File: src/rtl/core/ppt_pkg.sv
// Package for the pulse period tachometer core.
// Holds shared widths, command and result types, register indexes and states.
// No dependencies.
package ppt_pkg;

  localparam int unsigned CountW = 16;
  localparam int unsigned TotalW = 32;
  localparam int unsigned MsW    = 16;
  localparam int unsigned RpmW   = 22;
  localparam int unsigned FreqW  = 24;
  localparam int unsigned CfgW   = 16;
  localparam int unsigned CfgAddrW = 2;

  // Quotient bits produced by the shared restoring divide loop
  localparam int unsigned DivSteps = FreqW;
  localparam int unsigned DivCntW  = $clog2(DivSteps);

  localparam logic [5:0] RpmScale = 6'd60;
  localparam logic [MsW-1:0] MsMax = {MsW{1'b1}};

  localparam logic [CfgAddrW-1:0] RegCaptureRate = 2'd0;
  localparam logic [CfgAddrW-1:0] RegMinPeriod   = 2'd1;
  localparam logic [CfgAddrW-1:0] RegTimeout     = 2'd2;

  localparam logic [CfgW-1:0] CaptureRateRst = 16'd10000;
  localparam logic [CfgW-1:0] MinPeriodRst   = 16'd50;
  localparam logic [CfgW-1:0] TimeoutRst     = 16'd3000;

  localparam logic ActEdge = 1'b0;
  localparam logic ActTick = 1'b1;

  // Work handed from the front to the back through the queue
  typedef struct packed {
    logic              need_div;
    logic              expired;
    logic [CountW-1:0] period;
    logic [FreqW-1:0]  dvd_freq;
    logic [RpmW-1:0]   dvd_rpm;
    logic [TotalW-1:0] total;
  } cmd_t;

  typedef struct packed {
    logic              timed_out;
    logic              updated;
    logic [TotalW-1:0] total_pulses;
    logic [FreqW-1:0]  frequency_q8;
    logic [RpmW-1:0]   rpm;
  } result_t;

  typedef enum logic [1:0] {
    BkIdle,
    BkDiv,
    BkEmit
  } back_state_e;

endpackage

File: src/rtl/core/ppt_front.sv
// Front end of the tachometer: configuration registers, edge pairing,
// millisecond counter and command generation. Depends on ppt_pkg.
module ppt_front (
  input  logic                        clk_i,
  input  logic                        rst_ni,
  input  logic                        cfg_we_i,
  input  logic [ppt_pkg::CfgAddrW-1:0] cfg_addr_i,
  input  logic [ppt_pkg::CfgW-1:0]    cfg_wdata_i,
  input  logic                        in_valid_i,
  output logic                        in_ready_o,
  input  logic                        in_action_i,
  input  logic [ppt_pkg::CountW-1:0]  in_count_i,
  input  logic                        q_full_i,
  output logic                        q_push_o,
  output ppt_pkg::cmd_t               q_cmd_o
);

  logic [ppt_pkg::CfgW-1:0]   rate_q, min_q, tmo_q;
  logic                       await_q, await_d;
  logic [ppt_pkg::CountW-1:0] first_q, first_d;
  logic [ppt_pkg::TotalW-1:0] total_q, total_d;
  logic [ppt_pkg::MsW-1:0]    ms_q, ms_d;
  logic [ppt_pkg::CountW-1:0] period;
  logic                       take;

  assign in_ready_o = !q_full_i;
  assign take       = in_valid_i && !q_full_i;
  assign q_push_o   = take;
  assign period     = in_count_i - first_q;

  always_ff @(posedge clk_i or negedge rst_ni) begin
    if (!rst_ni) begin
      rate_q <= ppt_pkg::CaptureRateRst;
      min_q  <= ppt_pkg::MinPeriodRst;
      tmo_q  <= ppt_pkg::TimeoutRst;
    end else if (cfg_we_i) begin
      unique case (cfg_addr_i)
        ppt_pkg::RegCaptureRate: rate_q <= cfg_wdata_i;
        ppt_pkg::RegMinPeriod:   min_q  <= cfg_wdata_i;
        ppt_pkg::RegTimeout:     tmo_q  <= cfg_wdata_i;
        default: ;
      endcase
    end
  end

  always_comb begin
    await_d = await_q;
    first_d = first_q;
    total_d = total_q;
    ms_d    = ms_q;
    q_cmd_o.need_div = 1'b0;
    if (in_action_i == ppt_pkg::ActEdge) begin
      total_d = total_q + 1'b1;
      ms_d    = '0;
      if (!await_q) begin
        first_d = in_count_i;
        await_d = 1'b1;
      end else begin
        q_cmd_o.need_div = (period > min_q);
        await_d = 1'b0;
      end
    end else if (ms_q != ppt_pkg::MsMax) begin
      ms_d = ms_q + 1'b1;
    end
    q_cmd_o.expired  = (ms_d > tmo_q);
    q_cmd_o.period   = period;
    q_cmd_o.dvd_freq = {rate_q, 8'h00};
    q_cmd_o.dvd_rpm  = ppt_pkg::RpmW'(rate_q) * ppt_pkg::RpmW'(ppt_pkg::RpmScale);
    q_cmd_o.total    = total_d;
  end

  always_ff @(posedge clk_i or negedge rst_ni) begin
    if (!rst_ni) begin
      await_q <= 1'b0;
      first_q <= '0;
      total_q <= '0;
      ms_q    <= '0;
    end else if (take) begin
      await_q <= await_d;
      first_q <= first_d;
      total_q <= total_d;
      ms_q    <= ms_d;
    end
  end

endmodule

File: src/rtl/core/ppt_fifo.sv
// Two-entry command queue between the front and back of the tachometer.
// Depends on ppt_pkg.
module ppt_fifo (
  input  logic          clk_i,
  input  logic          rst_ni,
  input  logic          push_i,
  input  ppt_pkg::cmd_t push_cmd_i,
  output logic          full_o,
  input  logic          pop_i,
  output logic          empty_o,
  output ppt_pkg::cmd_t head_o
);

  ppt_pkg::cmd_t mem_q [2];
  logic          wr_q, rd_q;
  logic [1:0]    cnt_q;

  assign full_o  = (cnt_q == 2'd2);
  assign empty_o = (cnt_q == 2'd0);
  assign head_o  = mem_q[rd_q];

  always_ff @(posedge clk_i) begin
    if (push_i) begin
      mem_q[wr_q] <= push_cmd_i;
    end
  end

  always_ff @(posedge clk_i or negedge rst_ni) begin
    if (!rst_ni) begin
      wr_q  <= 1'b0;
      rd_q  <= 1'b0;
      cnt_q <= 2'd0;
    end else begin
      if (push_i) wr_q <= ~wr_q;
      if (pop_i)  rd_q <= ~rd_q;
      case ({push_i, pop_i})
        2'b10:   cnt_q <= cnt_q + 2'd1;
        2'b01:   cnt_q <= cnt_q - 2'd1;
        default: cnt_q <= cnt_q;
      endcase
    end
  end

endmodule

File: src/rtl/core/ppt_back.sv
// Back end of the tachometer: held measurement, bit-serial dual divider and
// the output register. Depends on ppt_pkg.
module ppt_back (
  input  logic             clk_i,
  input  logic             rst_ni,
  input  logic             q_empty_i,
  input  ppt_pkg::cmd_t    q_head_i,
  output logic             q_pop_o,
  output logic             out_valid_o,
  input  logic             out_ready_i,
  output ppt_pkg::result_t out_o
);

  ppt_pkg::back_state_e state_q, state_d;

  logic [ppt_pkg::RpmW-1:0]    held_rpm_q;
  logic [ppt_pkg::FreqW-1:0]   held_freq_q;
  logic                        out_valid_q;
  ppt_pkg::result_t            out_q;

  logic [ppt_pkg::CountW-1:0]  per_q;
  logic [ppt_pkg::CountW-1:0]  rem_f_q, rem_r_q;
  logic [ppt_pkg::FreqW-1:0]   quo_f_q, quo_r_q;
  logic [ppt_pkg::TotalW-1:0]  total_q;
  logic [ppt_pkg::DivCntW-1:0] cnt_q;

  logic [ppt_pkg::CountW:0]    trial_f, trial_r, per_x;
  logic                        ge_f, ge_r;
  logic                        out_free, load_plain, load_div, emit;

  assign out_free = !out_valid_q || out_ready_i;
  assign per_x    = {1'b0, per_q};
  assign trial_f  = {rem_f_q, quo_f_q[ppt_pkg::FreqW-1]};
  assign trial_r  = {rem_r_q, quo_r_q[ppt_pkg::FreqW-1]};
  assign ge_f     = (trial_f >= per_x);
  assign ge_r     = (trial_r >= per_x);

  always_comb begin
    state_d    = state_q;
    load_plain = 1'b0;
    load_div   = 1'b0;
    emit       = 1'b0;
    unique case (state_q)
      ppt_pkg::BkIdle: begin
        if (!q_empty_i) begin
          if (q_head_i.need_div) begin
            load_div = 1'b1;
            state_d  = ppt_pkg::BkDiv;
          end else if (out_free) begin
            load_plain = 1'b1;
          end
        end
      end
      ppt_pkg::BkDiv: begin
        if (cnt_q == ppt_pkg::DivCntW'(ppt_pkg::DivSteps - 1)) begin
          state_d = ppt_pkg::BkEmit;
        end
      end
      ppt_pkg::BkEmit: begin
        if (out_free) begin
          emit    = 1'b1;
          state_d = ppt_pkg::BkIdle;
        end
      end
      default: state_d = ppt_pkg::BkIdle;
    endcase
  end

  assign q_pop_o = load_plain || load_div;

  always_ff @(posedge clk_i or negedge rst_ni) begin
    if (!rst_ni) begin
      state_q     <= ppt_pkg::BkIdle;
      held_rpm_q  <= '0;
      held_freq_q <= '0;
      out_valid_q <= 1'b0;
      cnt_q       <= '0;
    end else begin
      state_q <= state_d;
      if (load_div) begin
        cnt_q <= '0;
      end else if (state_q == ppt_pkg::BkDiv) begin
        cnt_q <= cnt_q + 1'b1;
      end
      if (load_plain && q_head_i.expired) begin
        held_rpm_q  <= '0;
        held_freq_q <= '0;
      end else if (emit) begin
        held_rpm_q  <= quo_r_q[ppt_pkg::RpmW-1:0];
        held_freq_q <= quo_f_q;
      end
      if (load_plain || emit) begin
        out_valid_q <= 1'b1;
      end else if (out_ready_i) begin
        out_valid_q <= 1'b0;
      end
    end
  end

  // Datapath: divider shift registers and the output payload
  always_ff @(posedge clk_i) begin
    if (load_div) begin
      per_q   <= q_head_i.period;
      rem_f_q <= '0;
      rem_r_q <= '0;
      quo_f_q <= q_head_i.dvd_freq;
      quo_r_q <= ppt_pkg::FreqW'(q_head_i.dvd_rpm);
      total_q <= q_head_i.total;
    end else if (state_q == ppt_pkg::BkDiv) begin
      rem_f_q <= ge_f ? ppt_pkg::CountW'(trial_f - per_x) : trial_f[ppt_pkg::CountW-1:0];
      rem_r_q <= ge_r ? ppt_pkg::CountW'(trial_r - per_x) : trial_r[ppt_pkg::CountW-1:0];
      quo_f_q <= {quo_f_q[ppt_pkg::FreqW-2:0], ge_f};
      quo_r_q <= {quo_r_q[ppt_pkg::FreqW-2:0], ge_r};
    end
    if (load_plain) begin
      out_q.timed_out    <= q_head_i.expired;
      out_q.updated      <= 1'b0;
      out_q.total_pulses <= q_head_i.total;
      out_q.frequency_q8 <= q_head_i.expired ? '0 : held_freq_q;
      out_q.rpm          <= q_head_i.expired ? '0 : held_rpm_q;
    end else if (emit) begin
      out_q.timed_out    <= 1'b0;
      out_q.updated      <= 1'b1;
      out_q.total_pulses <= total_q;
      out_q.frequency_q8 <= quo_f_q;
      out_q.rpm          <= quo_r_q[ppt_pkg::RpmW-1:0];
    end
  end

  assign out_valid_o = out_valid_q;
  assign out_o       = out_q;

endmodule

File: src/rtl/core/pulse_period_tachometer_core.sv
// A tick, a first edge or a rejected period passes through the queue entry and the output
//   register; an accepted period also passes through the divide and emit states first.
// Throughput: one transaction per cycle for non-dividing items while the output is not stalled;
//   an accepted period holds the back end through the one-bit-per-cycle restoring divide loop.
// Reset: asynchronous, active low; clears the queue, pairing state, counters, held values,
//   and loads the configuration registers with their defaults.
module pulse_period_tachometer_core (
  input  logic        clk_i,
  input  logic        rst_ni,
  // Configuration write port
  input  logic        cfg_we_i,
  input  logic [1:0]  cfg_addr_i,
  input  logic [15:0] cfg_wdata_i,
  // Input stream
  input  logic        s_axis_tvalid,
  output logic        s_axis_tready,
  input  logic [15:0] s_axis_tdata,  // [15:0] capture_count
  input  logic        s_axis_tuser,  // [0] action (0 edge, 1 millisecond tick)
  // Result stream
  output logic        m_axis_tvalid,
  input  logic        m_axis_tready,
  output logic [79:0] m_axis_tdata   // [21:0] rpm, [45:22] frequency_q8,
                                     // [77:46] total_pulses, [78] measurement_updated,
                                     // [79] timed_out
);

  logic             q_push, q_pop, q_full, q_empty;
  ppt_pkg::cmd_t    q_cmd, q_head;
  ppt_pkg::result_t res;

  // Front: take the transaction, pair edges and decide whether a divide is due
  ppt_front u_front (
    .clk_i       (clk_i),
    .rst_ni      (rst_ni),
    .cfg_we_i    (cfg_we_i),
    .cfg_addr_i  (cfg_addr_i),
    .cfg_wdata_i (cfg_wdata_i),
    .in_valid_i  (s_axis_tvalid),
    .in_ready_o  (s_axis_tready),
    .in_action_i (s_axis_tuser),
    .in_count_i  (s_axis_tdata),
    .q_full_i    (q_full),
    .q_push_o    (q_push),
    .q_cmd_o     (q_cmd)
  );

  // Queue: decouple the front from a back end busy dividing
  ppt_fifo u_fifo (
    .clk_i      (clk_i),
    .rst_ni     (rst_ni),
    .push_i     (q_push),
    .push_cmd_i (q_cmd),
    .full_o     (q_full),
    .pop_i      (q_pop),
    .empty_o    (q_empty),
    .head_o     (q_head)
  );

  // Back: divide, hold the measurement and drive the output register
  ppt_back u_back (
    .clk_i       (clk_i),
    .rst_ni      (rst_ni),
    .q_empty_i   (q_empty),
    .q_head_i    (q_head),
    .q_pop_o     (q_pop),
    .out_valid_o (m_axis_tvalid),
    .out_ready_i (m_axis_tready),
    .out_o       (res)
  );

  assign m_axis_tdata = res;

endmodule

File: config.mk
export PLATFORM = sky130hd
export DESIGN_NAME = pulse_period_tachometer_core
export DESIGN_NICKNAME = d
export VERILOG_FILES = /design/src/rtl/core/ppt_pkg.sv /design/src/rtl/core/ppt_front.sv /design/src/rtl/core/ppt_fifo.sv /design/src/rtl/core/ppt_back.sv /design/src/rtl/core/pulse_period_tachometer_core.sv
export SDC_FILE = /design/constraint.sdc
export NUM_CORES = 1
export LEC_CHECK = 0
export ABC_AREA = 1
export BUFFER_PORTS_ARGS = -buffer_cell sky130_fd_sc_hd__buf_2
export CAP_MARGIN = 0
export CORE_MARGIN = 8
export CORE_UTILIZATION = 36
export CTS_BUF_LIST = sky130_fd_sc_hd__clkbuf_4 sky130_fd_sc_hd__clkbuf_8
export DETAILED_ROUTE_END_ITERATION = 12
export HOLD_SLACK_MARGIN = 0.15
export SYNTH_ARGS = -nofsm -noshare
export SYNTH_HDL_FRONTEND = slang
export SYNTH_SLANG_ARGS = --single-unit
export TNS_END_PERCENT = 20
File: constraint.sdc
create_clock -name clk_i -period 13.6 [get_ports clk_i]
set_clock_uncertainty 0.2 [all_clocks]
set_input_delay 0.68 -clock clk_i [delete_from_list [all_inputs] [get_ports clk_i]]
set_output_delay 0.68 -clock clk_i [all_outputs]
set_load 0.02 [all_outputs]
== Word level (Yosys, flattened, before mapping) ==
Memories as Yosys holds them, arrays and structs flattened.
Index checks and enable logic that the tools add are counted.
Storage, ports and cells
  latch bits: 0
  bits in read-only memories: 0
  memory bits (writable): 172
  memories kept: 1
  word-level logic and storage cells: 119
  bits in registers: 379
Memories
  u_fifo.mem_q: words 2, bits a word 86, rd ports 1, clocked after Yosys merged registers in 0, wr ports 1, line ppt_fifo.sv:14  | ppt_pkg::cmd_t mem_q [2];
Cells by class
  muxes and demuxes: 40
  add/subtract/negate cells: 8
  $lt $le $gt $ge: 4
  divide/modulo/power cells: 0
  equal/unequal tests: 13
  bitwise gates (word level): 4
  reduce and logical (&&, ||, !) cells: 21
  shift-type cells: 0
  $mul: 1
Operator list (count)
  $mux W80: 2
  $mux W24: 5
  $mux W22: 5
  $mux W16: 4
  $sub A16 B16 Y16: 3
  $ge A17 B16 Y1: 2
  $add A32 B1 Y32 const B: 1
  $gt A16 B16 Y1: 2
  $mux W32: 1
  $mul A16 B4 Y20 const B: 1
  $add A16 B1 Y16 const B: 1
  $ne A16 B16 Y1 const B: 1
  $mux W1: 15
  $mux W5: 2
  $reduce_bool A2 Y1: 5
  $eq A2 B2 Y1 const B: 4
  $mux W2: 4
  $reduce_and A2 Y1: 4
  $eq A2 B1 Y1 const B: 3
  $logic_not A2 Y1: 3
  $pmux W2 S3: 1
  $add A5 B1 Y5 const B: 1
  $eq A5 B5 Y1 const B: 1
  $ne A2 B1 Y1 const B: 2
  other kinds (10): 18

== Logic depth before layout (Yosys ltp) ==
Gate-level depths: netlist of run 1.
  word-level depth: 9
  gate-level depth with buffers: 19
  mapped depth without buffers: 19

== Modules after synthesis ==
Synthesis of run 1 repeated with hierarchy kept, for this count alone.
Second synthesis, totals
  cells, all modules: 3138
  area total of the unflattened synthesis: 29173.0 sq um
Modules (own cells, without submodules)
  ppt_back: area an instance 12847.3 sq um, cells each 1377, times used 1
  ppt_front: area an instance 8984.9 sq um, cells each 1236, times used 1
  ppt_fifo: area an instance 7340.8 sq um, cells each 525, times used 1

== Worst setup path before layout of run 1 ==
No wires, ideal clock.
  path kind: input -> register
  from: input port s_axis_tvalid
  to: memory u_fifo.mem_q[0][0] (netlist bit), enable pin
  stages: 3
  path slack: 8.274 ns
  data arrival time: 4.597 ns
  library setup time: 0.529 ns
  cells stage by stage: nand2_1 clkbuf_1 nor2_1
On the way
  longest elaborated chain between the ends: 3
Ends and longest elaborated chain
  start, declared: line pulse_period_tachometer_core.sv:15  | input logic s_axis_tvalid,
  $logic_and A1 B1 Y1: line ppt_front.sv:27  | assign take = in_valid_i && !q_full_i;
  $mux W1: line ppt_fifo.sv:23  | if (push_i) begin
  $mux W1 (implied by the code): line ppt_fifo.sv:24  | mem_q[wr_q] <= push_cmd_i;
  end, declared: line ppt_fifo.sv:14
Every way passes these cells.

== Worst setup path after layout of run 1 ==
  from: register u_fifo.rd_q
  to: register u_back.held_freq_q[16] (netlist bit)
On the way
  longest elaborated chain between the ends: 6
  elaborated cells on any way between the ends: 7
  classes of those cells: mux: 4; reduce/logical: 2; memory: 1
Ends and longest elaborated chain
  start, declared: line ppt_fifo.sv:15  | logic wr_q, rd_q;
  start signal, assigned: line ppt_fifo.sv:35  | if (pop_i) rd_q <= ~rd_q;
  $mem_v2 Z2 W86 (*)
  $mux W1: line ppt_back.sv:46  | if (q_head_i.need_div) begin
  $mux W1: line ppt_back.sv:45  | if (!q_empty_i) begin
  $mux W1: line ppt_back.sv:43  | unique case (state_q)
  $logic_and A1 B1 Y1 (*): line ppt_back.sv:85  | if (load_plain && q_head_i.expired) begin
  $mux W24 / $reduce_bool A2 Y1 (equally long branches)
  end signal, assigned: line ppt_back.sv:90  | held_freq_q <= quo_f_q;
  end, declared: line ppt_back.sv:17  | logic [ppt_pkg::FreqW-1:0] held_freq_q;
Mark *: on every way between the ends. The rest lies on a longest branch, timed or not.
A chain may end at the register's enable or synchronous reset.

==> results.py, run 1 <==
metrics = {
    "route": {
        "via_per_inst": 4.754,
        "drcViolationCount": 0,
        "vias": 19463,
        "routedWlPerCell_um": 15.30,
        "drt.antenna.violating_nets": 0,
        "drtPass1Iterations": 7,
        "wl_um": 62650,
        "drt-initial-drc-count": 1361,
    },
    "global_route": {
        "grt_use_total": 0.1456,
        "grt_max_degree": 84,
        "grt-ovfl-total": 0,
        "grt_pass1_vias": 18861,
        "grt_pass1_wl_um": 102000,
        "antenna_found_initial": 3,
    },
    "setup_path": {
        "path_common_cell": "nand2_1",
        "path_cells": "buf_4, nand2_1, nand2_2, nand2_1, nand2_4, o21ai_0",
        "cp_max_fo": 47,
        "critPathLaunchType": "register",
        "crit_type": "register to register",
        "crit_arrival_ns": 4.05,
        "slowest_delay_ns": 0.93,
        "crit_path_end_kind": "register",
        "critPathSlowestCell": "dfrtp_2",
        "required_ns": 13.93,
    },
    "logic_synthesis": {
        "ys_seq_area_frac": 0.5583,
        "yosysUniqueCellTypes": 57,
        "yosysWarnings": 0,
        "avgSynthCellArea_um2": 9.560,
        "dominantRegCellSynth": "edfxtp_1",
        "async_reset_ff_frac": 0.3115,
        "syn_area_um2": 27400,
        "synth-edff-count": 343,
        "synth_cells": 2866,
        "ys_seq_elements": 549,
        "syn_nets": 3044,
    },
    "clocking": {
        "cts_tree": "yes",
        "cts_buffers": 92,
        "cts_max_path_buffers": 3,
        "clk_latency_ns": 0.69,
        "cts-root-buf": "clkbuf_8",
        "post_cts_buffers": 0,
        "htreeDepth": 3,
        "clkTransAtPathRegs_ns": 0.06,
        "clock-sinks": 549,
        "cts.repair.resized": 0,
    },
    "die": {
        "die_x_um": 291.9,
        "io_pins": 122,
        "start_util": 0.3620,
        "core-area_um2": 75700,
        "die_h_um": 291.9,
        "die-area_um2": 85190,
        "rows": 101,
    },
    "cells_and_area": {
        "utilization": 0.4140,
        "drive_gt1_frac": 0.1332,
        "nets": 3213,
        "syn_to_final_growth_pct": 14.38,
    },
    "pwr": {
        "pwr-share-clk": 0.204,
        "ir_worst_vdd_v": 0.0001381,
        "combPwrFrac": 0.414,
        "seqPwrFrac": 0.382,
        "power.density_nw_per_um2": 250.6,
        "p_sw_frac": 0.4087,
        "power_w": 0.007853,
        "power.leakage_nw": 14.04,
        "p_switching_w": 0.003210,
        "internal-power_w": 0.004643,
    },
    "sta": {
        "rsz0062_at_grt": "false",
        "finalCritPeriodShare": 0.2735,
        "tightest_slew_ns": 1.109,
        "fin_setup_tns_ns": 0,
        "setup_viol": 0,
        "slew_violations": 0,
        "min_period_ns": 3.719,
        "maxSlewHeadroom": 0.2610,
        "hold_violations": 0,
        "fmax_mhz": 268.9,
    },
    "min_path": {
        "hold_class": "register to register",
    },
    "placed_design": {
        "io_buffer_count": 121,
        "dp_hpwl_um": 43150,
        "routabilityCongestion": 0.8635,
    },
    "job": {
        "drv_cap": 0,
    },
    "run_status": {
        "run_status": "finished clean",
    },
}
-- kinds of logic (layout without fill, tap and decap cells) --
logic type	count (synthesis)	after routing	share of synthesized area
AO/OA/AOI/OAI	399	399	0.08658
XOR/XNOR	61	61	0.01977
adder cells (fa/ha/maj)	138	138	0.07178
buffers and inverters	459	708	0.06635
flip-flops	549	549	0.5583
multiplexers	2	2	0.0007763
other	0	1	0
AND/OR/NAND/NOR	1258	1258	0.1964
-- synthesized netlist by cell type (43+ instances only) --
| cell | count | area share |
|---|---|---|
| a21oi_1 | 87 | 0.016 |
| clkbuf_1 | 43 | 0.0059 |
| dfrtp_1 | 156 | 0.14 |
| edfxtp_1 | 343 | 0.38 |
| ha_1 | 106 | 0.048 |
| inv_1 | 348 | 0.048 |
| nand2_1 | 849 | 0.12 |
| nand3_1 | 136 | 0.025 |
| nor2_1 | 141 | 0.019 |
| o21ai_0 | 113 | 0.021 |
| o21ai_1 | 51 | 0.0093 |
| o31ai_1 | 49 | 0.013 |
-- power by group through the flow --
stage	Clock [W]	Sequential (W)	Combinational [W]
2_1_floorplan	0	0.00310	0.00229
3_3_place_gp	0	0.00303	0.00322
3_5_place_dp	0	0.00303	0.00327
4_1_cts	0.00166	0.00300	0.00329
5_1_grt	0.00172	0.00306	0.00371
6_report	0.00160	0.00300	0.00325
-- critical path: cells and delay by family (launching register included) --
kind            cells  cell delay [ns]
flops               1             0.93
simple gates        4             1.61
compound gates      1             0.15
buf+inv             1             0.59
-- layout make-up --
cell class | instances | area (um2)
fillers | 7358 | 44360
flip-flops and latches | 549 | 15300
multi-input cells | 1858 | 10320
clock buffers | 141 | 1722
inverters | 365 | 1370
well taps | 978 | 1224
repair buffers | 169 | 1060
clock inverters | 33 | 340.3
diodes | 1 | 2.502
-- flip-flops by register name (all words and copies together) (netlist names), 22 cells and up --
| register | count |
|---|---|
| u_fifo.mem_q | 170 |
| u_back.out_o | 80 |
| u_back.total_q | 32 |
| u_front.total_q | 32 |
| u_back.held_freq_q | 24 |
| u_back.quo_f_q | 24 |
| u_back.quo_r_q | 24 |
| u_back.held_rpm_q | 22 |
-- final timing paths --
check / slack, ns / depth (start not counted) / from / to
min in group asynchronous: 0.43 / 2 / rst_ni / u_back.held_freq_q[7]$_DFFE_PN0P_
worst max-delay path: 9.88 / 6 / u_fifo.rd_q$_DFFE_PN0P_ / u_back.held_freq_q[16]$_DFFE_PN0P_
max in group asynchronous: 10.94 / 4 / rst_ni / u_front.first_q[11]$_DFFE_PN0P_
worst min register to register: 0.27 / 2 / u_back.quo_r_q[23]$_SDFFE_PP0P_ / u_back.quo_r_q[23]$_SDFFE_PP0P_
worst min-delay path: 0.27 / 2 / u_back.quo_r_q[23]$_SDFFE_PP0P_ / u_back.quo_r_q[23]$_SDFFE_PP0P_
worst max register to register: 9.88 / 6 / u_fifo.rd_q$_DFFE_PN0P_ / u_back.held_freq_q[16]$_DFFE_PN0P_
-- placed cells by master, fill, tap and decap left out, types with 6 or more instances in the layout --
cell,n
a21oi_1,87
nand3_2,6
nor2_2,8
o21ai_0,113
o21a_1,6
clkbuf_8,107
nand2_1,846
inv_1,346
o21ai_1,51
nand3b_1,12
edfxtp_1,343
dfxtp_1,35
xnor2_1,21
dfrtp_1,155
xor2_1,39
clkinv_1,10
inv_2,15
a22o_1,33
nand2_2,24
dfstp_2,15
nand4_1,20
nor2_4,10
clkbuf_4,35
nand2_4,8
fa_1,32
a31oi_1,39
buf_4,14
nor3_1,23
nand3_1,136
dlygate4sd3_1,34
nor3_2,6
buf_2,120
o31ai_1,49
nor2_1,137
ha_1,106
clkinv_2,13
-- metrics by stage --
step	instance area [um2]	instances	hold slack, ns	setup WS [ns]
2_1_floorplan	27400	2866	0.1844	8.274
3_3_place_gp	28930	3885	0.2511	9.934
3_5_place_dp	28930	3885	0.2526	9.873
4_1_cts	31340	4093	0.2628	9.879
5_1_grt	31340	4094	0.2898	9.622
6_report	31340	4094	0.2669	9.881
-- repair_timing --
item / CTS / global route
hold buffers: 34 / 0
hold endpoints to repair: 137 / 0
setup endpoints to repair: 0 / 0
-- layer usage --
metal  GRT usage  routed length [um]  vias to the layer above
li1            -                   -                     9831
met1      0.2134               31750                     9162
met2      0.2192               26860                      390
met3     0.02498                2928                       80
met4     0.04364                1120                        0
met5           0                   0                        -
No activity file was read; power rests on OpenSTA's default activity.
==> inputs of run 2 (changes only) <==
Settings changed: ABC_AREA 1 to 0.
Clock period 13.6 ns to 3.5 ns, I/O delays scaled along.
==> run 2 against run 1 <==
The flow now finishes with violations (negative setup slack); largest cell class unchanged; via count shrank 11%; count of clock-buffer cells in the layout fell by 3; critical endpoint is now u_fifo.mem_q[0][50]$_DFFE_PP_; die area shrank 5.0%; setup slack got worse by 9.9 ns; maximum frequency grew 5.2%; hold slack got worse by 0.042 ns.
==> results.py, run 2 <==
metrics = {
    "placed_design": {
        "io_buffer_count": 121,
        "pre_cts_ws_ns": -0.3572,
        "dp_hpwl_um": 40230,
        "routabilityCongestion": 0.8493,
    },
    "clocking": {
        "clock-sinks": 549,
        "cts_tree": "yes",
        "clkTransAtPathRegs_ns": 0.06,
        "cts-root-buf": "clkbuf_8",
        "cts_max_path_buffers": 3,
        "cts_buffers": 91,
        "clk_latency_ns": 0.67,
        "htreeDepth": 3,
    },
    "die": {
        "die_x_um": 284.5,
        "die-area_um2": 80930,
        "core-area_um2": 71490,
        "rows": 98,
        "die_h_um": 284.5,
        "io_pins": 122,
        "start_util": 0.3630,
    },
    "route": {
        "vias": 17334,
        "wl_um": 60320,
        "drt-initial-drc-count": 1158,
        "drt.antenna.violating_nets": 0,
        "routedWlPerCell_um": 17.27,
        "drcViolationCount": 0,
        "drtPass1Iterations": 5,
        "via_per_inst": 4.962,
    },
    "sta": {
        "fin_setup_tns_ns": -0.1610,
        "hold_violations": 0,
        "tightest_slew_ns": 1.159,
        "maxSlewHeadroom": 0.2256,
        "setup_viol": 8,
        "slew_violations": 0,
        "fin_ws_ns": -0.03660,
        "fmax_mhz": 282.8,
        "min_period_ns": 3.537,
        "finalCritPeriodShare": 1.010,
        "rsz0062_at_grt": "true",
    },
    "setup_path": {
        "rrSetupSlack_ns": -0.04,
        "crit_path_end_kind": "register",
        "rr_worst_depth": 10,
        "crit_arrival_ns": 3.74,
        "required_ns": 3.70,
        "critPathLaunchType": "register",
        "cp_max_fo": 4,
        "r2r-start": "u_front.rate_q[2]$_DFFE_PN0P_",
        "timing.rr.end": "u_fifo.mem_q[0][50]$_DFFE_PP_",
        "crit_start": "u_front.rate_q[2]$_DFFE_PN0P_",
        "endpoint": "u_fifo.mem_q[0][50]$_DFFE_PP_",
        "crit_type": "register to register",
    },
    "pwr": {
        "combPwrFrac": 0.431,
        "p_sw_frac": 0.3603,
        "pwr-share-clk": 0.198,
        "internal-power_w": 0.01876,
        "seqPwrFrac": 0.371,
        "power.density_nw_per_um2": 925.9,
        "power.leakage_nw": 13.14,
        "power_w": 0.02933,
        "ir_worst_vdd_v": 0.0006749,
        "p_switching_w": 0.01057,
    },
    "global_route": {
        "grt_pass1_wl_um": 96630,
        "grt_use_met3": 0.02561,
        "busiest_layer": "met2",
        "use_met2": 0.2448,
        "grt-ovfl-total": 0,
        "gr-usage-met1": 0.1906,
        "antenna_found_initial": 4,
        "grt_max_degree": 133,
        "grt_pass1_vias": 17990,
        "grt_use_total": 0.1462,
    },
    "cells_and_area": {
        "final_common_cell": "edfxtp_1",
        "layout_common_cells": "343 x edfxtp_1, 292 x nand2_1, 151 x dfrtp_1",
        "syn_to_final_growth_pct": 22.07,
        "nets": 2639,
        "regMostFlops": "u_fifo.mem_q",
        "drive_gt1_frac": 0.2450,
        "largest_reg_flops": 170,
    },
    "logic_synthesis": {
        "yosysWarnings": 0,
        "ys_seq_area_frac": 0.5895,
        "synth_top_area_frac": 0.3969,
        "synth_cells": 2118,
        "synth_top_cell_by_area": "edfxtp_1",
        "dominantRegCellSynth": "edfxtp_1",
        "netlist_top_cells_area": "edfxtp_1 40%, dfrtp_1 15%, ha_1 5.1%, nand2_1 4.3%, mux2_2 4.2%",
        "avgSynthCellArea_um2": 12.25,
        "async_reset_ff_frac": 0.3115,
        "yosysUniqueCellTypes": 80,
        "yosys-top-cells-count": "343 x edfxtp_1, 296 x nand2_1, 156 x dfrtp_1, 136 x a21oi_1, 126 x nor2_1",
        "post-synth-top-count-cell": "edfxtp_1",
        "synth-edff-count": 343,
        "syn_nets": 2296,
        "syn_area_um2": 25950,
        "ys_seq_elements": 549,
    },
    "job": {
        "drv_cap": 0,
    },
    "min_path": {
        "worstHoldStart": "cfg_wdata_i[4]",
        "hold_class": "input pin to register",
    },
    "run_status": {
        "violations": "negative setup slack",
        "run_status": "complete, but fails checks",
    },
}
-- run 2: cell families after synthesis --
family          synth area share
flops                     0.5895
fa+ha+maj                0.07579
xor+xnor                 0.04590
mux                      0.06726
simple gates              0.1047
buf+inv                  0.02816
compound gates           0.08867
-- run 2: final cells by class --
class,instances,area [um2]
inverter,87,329.1
timing repair buffer,342,2586
sequential,549,15310
multi-input combinational,1390,10360
clock buffer,138,1680
antenna,4,10.01
clock inverter,33,215.2
fill,6463,39810
tap,950,1189
-- run 2: what timing repair did --
action                                  4_1_cts  5_1_grt
hold endpoints to repair                    353        0
resized for setup                            48       35
endpoints found under the setup margin       24       22
buffers inserted                             10       12
pin swaps                                    37       43
hold buffers                                 89        0
-- run 2: power groups by stage --
stage | clock network (W) | logic, W | registers, W
final | 0.00581 | 0.0126 | 0.0109
after global routing | 0.00629 | 0.0140 | 0.0111
after CTS | 0.00600 | 0.0124 | 0.0109
after detailed placement | 0 | 0.0116 | 0.0110
after global placement | 0 | 0.0113 | 0.0109
after floorplan | 0 | 0.00793 | 0.0110
-- run 2: worst max-delay path, stage by stage, from the launching register on --
cell,delay [ns]
dfrtp_2,0.45
fa_2,0.60
fa_2,0.48
fa_2,0.37
a21o_1,0.17
a21oi_2,0.14
o21bai_1,0.11
o31a_1,0.32
a41oi_2,0.18
a21oi_1,0.10
xor2_1,0.16
-- run 2: worst min-delay path by stage --
stage / slack (ns) / cells after the start / endpoint
finish: 0.22 / 3 / u_front.rate_q[4]$_DFFE_PN1P_
global route: 0.17 / 3 / u_front.rate_q[4]$_DFFE_PN1P_
CTS: 0.15 / 3 / u_front.min_q[5]$_DFFE_PN1P_
detailed placement: 0.03 / 1 / u_back.held_freq_q[4]$_DFFE_PN0P_
global placement: 0.03 / 1 / u_back.held_freq_q[4]$_DFFE_PN0P_
floorplan: -0.32 / 0 / u_back.cnt_q[0]$_DFFE_PN0P_
-- run 2: through the flow --
step	utilization	instance area (um2)	hold slack [ns]	instances
5_1_grt	0.4430	31670	0.1693	3490
3_3_place_gp	0.3960	28310	0.02568	3207
6_report	0.4432	31680	0.2247	3493
4_1_cts	0.4395	31420	0.1523	3477
2_1_floorplan	-	25960	-0.3206	2118
3_5_place_dp	0.3960	28310	0.02635	3207
-- run 2: metal layers --
| metal | part of all wire | vias to the layer above |
|---|---|---|
| met5 | 0.00022 | - |
| met3 | 0.041 | 92 |
| li1 | - | 8290 |
| met4 | 0.022 | 2 |
| met2 | 0.49 | 345 |
| met1 | 0.45 | 8605 |
